[src/dass_pkg.sv]
// shared types and constants for the discrete affine state-space filter
// no dependencies; used by the interfaces, the row datapath and the top level

package dass_pkg;

    // field and register widths
    localparam int COEF_W    = 16;
    localparam int VAL_W     = 24;
    localparam int IN_W      = 16;
    localparam int CFG_W     = 64;
    localparam int CFG_IDX_W = 2;

    // product and accumulator widths for one row (coef x state, coef x input)
    localparam int XPROD_W = COEF_W + VAL_W;
    localparam int UPROD_W = COEF_W + IN_W;
    localparam int ACC_W   = XPROD_W + 2;

    // default parameter values
    localparam int STATE_COUNT_DEF    = 2;
    localparam int INPUT_COUNT_DEF    = 1;
    localparam int COEF_FRAC_BITS_DEF = 13;

    // configuration register indexes
    typedef enum logic [CFG_IDX_W-1:0] {
        CFG_STATE_MATRIX = 2'd0,
        CFG_INPUT_GAIN   = 2'd1,
        CFG_OUTPUT_GAIN  = 2'd2
    } t_cfg_idx;

    typedef logic signed [COEF_W-1:0] t_coef;
    typedef logic signed [VAL_W-1:0]  t_val;
    typedef logic signed [IN_W-1:0]   t_in;

    // signed 16-bit lane of a packed 64-bit register
    function automatic t_coef lane16(input logic [CFG_W-1:0] reg_value, input logic [1:0] lane);
        unique case (lane)
            2'd0: lane16 = t_coef'(reg_value[15:0]);
            2'd1: lane16 = t_coef'(reg_value[31:16]);
            2'd2: lane16 = t_coef'(reg_value[47:32]);
            2'd3: lane16 = t_coef'(reg_value[63:48]);
            default: lane16 = '0;
        endcase
    endfunction

endpackage

[src/dass_row.sv]
// one row of the state-space update: coef x state terms, coef x input, floor shift,
// integer offset and saturation to the 24-bit range; depends on dass_pkg

module dass_row #(
    parameter int FRAC_BITS = dass_pkg::COEF_FRAC_BITS_DEF,
    parameter bit USE_X1    = 1'b1
) (
    input  dass_pkg::t_coef i_coef_x0,
    input  dass_pkg::t_coef i_coef_x1,
    input  dass_pkg::t_coef i_coef_u,
    input  dass_pkg::t_coef i_offset,
    input  dass_pkg::t_val  i_x0,
    input  dass_pkg::t_val  i_x1,
    input  dass_pkg::t_in   i_u,
    output dass_pkg::t_val  o_value,
    output logic            o_clip
);

    localparam int ACC_W = dass_pkg::ACC_W;
    localparam logic signed [ACC_W:0] LIM_HI = (ACC_W+1)'((1 <<< (dass_pkg::VAL_W - 1)) - 1);
    localparam logic signed [ACC_W:0] LIM_LO = -LIM_HI - (ACC_W+1)'(1);

    logic signed [dass_pkg::XPROD_W-1:0] w_p0;
    logic signed [dass_pkg::XPROD_W-1:0] w_p1_full;
    logic signed [dass_pkg::XPROD_W-1:0] w_p1;
    logic signed [dass_pkg::UPROD_W-1:0] w_pu;
    logic signed [ACC_W-1:0]             w_sum;
    logic signed [ACC_W-1:0]             w_shift;
    logic signed [ACC_W:0]               w_total;

    // products
    assign w_p0      = i_coef_x0 * i_x0;
    assign w_p1_full = i_coef_x1 * i_x1;
    assign w_p1      = USE_X1 ? w_p1_full : '0;
    assign w_pu      = i_coef_u * i_u;

    // exact sum, floor shift, offset
    assign w_sum   = ACC_W'(w_p0) + ACC_W'(w_p1) + ACC_W'(w_pu);
    assign w_shift = w_sum >>> FRAC_BITS;
    assign w_total = (ACC_W+1)'(w_shift) + (ACC_W+1)'(i_offset);

    // clip to nearest bound
    always_comb begin
        if (w_total > LIM_HI) begin
            o_value = dass_pkg::t_val'(LIM_HI[dass_pkg::VAL_W-1:0]);
            o_clip  = 1'b1;
        end else if (w_total < LIM_LO) begin
            o_value = dass_pkg::t_val'(LIM_LO[dass_pkg::VAL_W-1:0]);
            o_clip  = 1'b1;
        end else begin
            o_value = dass_pkg::t_val'(w_total[dass_pkg::VAL_W-1:0]);
            o_clip  = 1'b0;
        end
    end

endmodule

[config.mk]
export PLATFORM = sky130hd
export DESIGN_NAME = dass_row
export DESIGN_NICKNAME = d
export VERILOG_FILES = /design/src/dass_pkg.sv /design/src/dass_row.sv
export SDC_FILE = /design/constraint.sdc
export NUM_CORES = 2
export LEC_CHECK = 0
export BUFFER_PORTS_ARGS = -buffer_cell sky130_fd_sc_hd__buf_4
export CORE_MARGIN = 1
export CORE_UTILIZATION = 30
export DETAILED_ROUTE_END_ITERATION = 12
export MAX_ROUTING_LAYER = met4
export SLEW_MARGIN = 20
export SYNTH_ARGS = -nofsm -noshare
export SYNTH_HDL_FRONTEND = slang
export SYNTH_SLANG_ARGS = --single-unit
[constraint.sdc]
create_clock -name vclk -period 24.7
set_clock_uncertainty 0.15 [all_clocks]
set_input_delay 2.47 -clock vclk [all_inputs]
set_output_delay 2.47 -clock vclk [all_outputs]
set_load 0.02 [all_outputs]
==> impl_metrics.ini <==
[placed_design]
port_buffers = 153
dp_hpwl_um = 94650
place.gp.congestion = 0.8986

[timing]
rsz0062_at_grt = no
setup_violations = 0
slew_headroom_pct = 30.92
fmax_mhz = 60.47
tightest_slew_ps = 1029
final_hold_viol_count = 0
holdWs_ps = 5291
setup_tns_ps = 0
final.period_utilization_pct = 66.95
slew_viol_final = 0
final.min_clock_period_ps = 16540

[logic_synthesis]
synth_area_per_cell_sq_um = 9.310
synth_commonest_cells = inv_1 (1309), fa_1 (1218), nand2_1 (623)
synth.cell_area_sq_um = 40360
seq_area_frac_synth_pct = 0
synth_top_cell_by_area = fa_1
yosysUniqueCellTypes = 61
synth_most_common_cell = inv_1
synth.area.top_cells = fa_1 (60%), inv_1 (12%), ha_1 (7.8%), nand2_1 (5.8%), and2_1 (5.8%)
synth_top_area_share_pct = 60.42
ys_warn_count = 0
synthesis.nets = 5931
postSynthCellCount = 4335

[clock_network]
hold_buffers = 0
ctsResizeCount = 0
postCtsSetupRepairBufs = 0

[floorplan]
die_h_um = 368.8
start_util_pct = 30.24
dieArea_sq_um = 136000
core_sq_um = 133500
die_w_um = 368.8
ios = 153
std_cell_rows = 134

[worst_setup_path]
crit_path_start_kind = input port
cp_common_cell = fa_1
crit_arrival_ps = 13920
cp_data_required_time_ps = 22080
cp_slowest_cell = o31ai_2
crit_family = adder cells
cp_num_buf_inv = 8
worstSetupPathType = in -> out
crit_fanout = 23
max_stage_delay_ps = 700
end_kind = output port

[detailed_routing]
wl_um = 104400
dr.pass1.iters = 5
ant_nets = 0
remaining_drc_errors = 0
vias = 27510
wl_per_cell_um = 17.05
first_iter_violations = 1416
vias_per_cell = 4.493

[global_route]
grtUsageTotal_pct = 16.77
grt_pass1_vias = 30860
grt_start_max_net_pins = 26
overflow = 0
grt_pass1_wl_um = 172800
antenna_found_initial = 16

[worst_hold_path]
min_to = o_value[0]
hold_depth = 5
min_from = i_offset[0]
hp-class = in -> out

[job]
maxCapViolCount = 0

[finish]
drive_gt1_share_pct = 4.076
fin_util_pct = 32.37
clock_buffers = 0
syn_to_final_growth_pct = 7.047
nFillCells = 14020
nets = 5941
design.seq.count = 0
regArea_sq_um = 0

[status]
status = finished, final reports clean
==> per-stage QoR <==
| step | cell area, sq um | setup slack [ps] | std cells |
|---|---|---|---|
| 2_1_floorplan | 40360 | 9144 | 4335 |
| 3_3_place_gp | 43160 | 8203 | 6111 |
| 3_5_place_dp | 43160 | 7993 | 6111 |
| 4_1_cts | 43160 | 7936 | 6111 |
| 5_1_grt | 43200 | 7592 | 6123 |
| 6_report | 43200 | 8162 | 6124 |
==> worst max-delay path by stage <==
stage,slack [ps],cells after the start,start,end
final,8160,38,i_coef_u[15],o_value[4]
after global routing,7590,38,i_coef_u[15],o_value[22]
after CTS,7940,38,i_coef_u[15],o_value[22]
after detailed placement,7990,38,i_coef_u[15],o_value[22]
after global placement,8200,38,i_coef_u[15],o_value[22]
after floorplan,9140,38,i_coef_u[15],o_value[22]
==> layout by cell type, fill, tap and decap left out, types with 3 or more instances in the layout <==
| cell | n |
|---|---|
| inv_1 | 1309 |
| nand4_1 | 4 |
| nand2_1 | 623 |
| nor2_1 | 55 |
| nand2b_1 | 39 |
| or2_2 | 3 |
| a41oi_1 | 3 |
| buf_4 | 158 |
| nand3_1 | 20 |
| nor3_1 | 11 |
| ha_1 | 250 |
| a21oi_1 | 60 |
| and2_1 | 372 |
| o21ai_0 | 29 |
| nor2b_1 | 24 |
| o21a_1 | 10 |
| a21o_2 | 3 |
| xnor2_1 | 45 |
| o21ai_1 | 5 |
| a21o_1 | 15 |
| fa_1 | 1218 |
| xor2_1 | 20 |
| a21boi_0 | 3 |
| o21bai_1 | 6 |
| o211ai_1 | 7 |
| a211oi_1 | 4 |
| a31oi_1 | 5 |
| diode_2 | 13 |
| and3_1 | 4 |
==> tightest hold or removal path, cell delays in order <==
cell and delay (ps):
buf_4 80, ha_1 120, inv_1 40, a21oi_1 110
buf_4 150
==> layout make-up <==
cell class / instances / area (sq um) / share of cell area (%)
Multi-Input combinational cell: 2875 / 34850 / 80.68
Inverter: 1310 / 4917 / 11.38
Tap cell: 1768 / 2212 / 5.120
Timing Repair Buffer: 158 / 1186 / 2.746
Antenna cell: 13 / 32.53 / 0.07530
==> per-layer routing <==
| layer | track usage (%) | share of wire [%] | vias to the layer above |
|---|---|---|---|
| met5 | - | 0 | - |
| met4 | 3.240 | 2.2 | 0 |
| met3 | 2.743 | 5.7 | 102 |
| met2 | 29.65 | 53 | 572 |
| met1 | 20.06 | 39 | 14690 |
| li1 | - | - | 12150 |
==> cell families (layout without fill, tap and decap cells) <==
logic type                 count (synthesis)  in the layout  share of synthesized area, %
adders and majority gates               1468           1468                         68.17
buffers and inverters                   1460           1468                         13.65
and+or+nand+nor                         1165           1165                         13.80
AOI/OAI and AO/OA                        175            175                         2.877
xor gates and xnor gates                  66             66                         1.479
muxes                                      1              1                       0.02480
other                                      0             13                             0
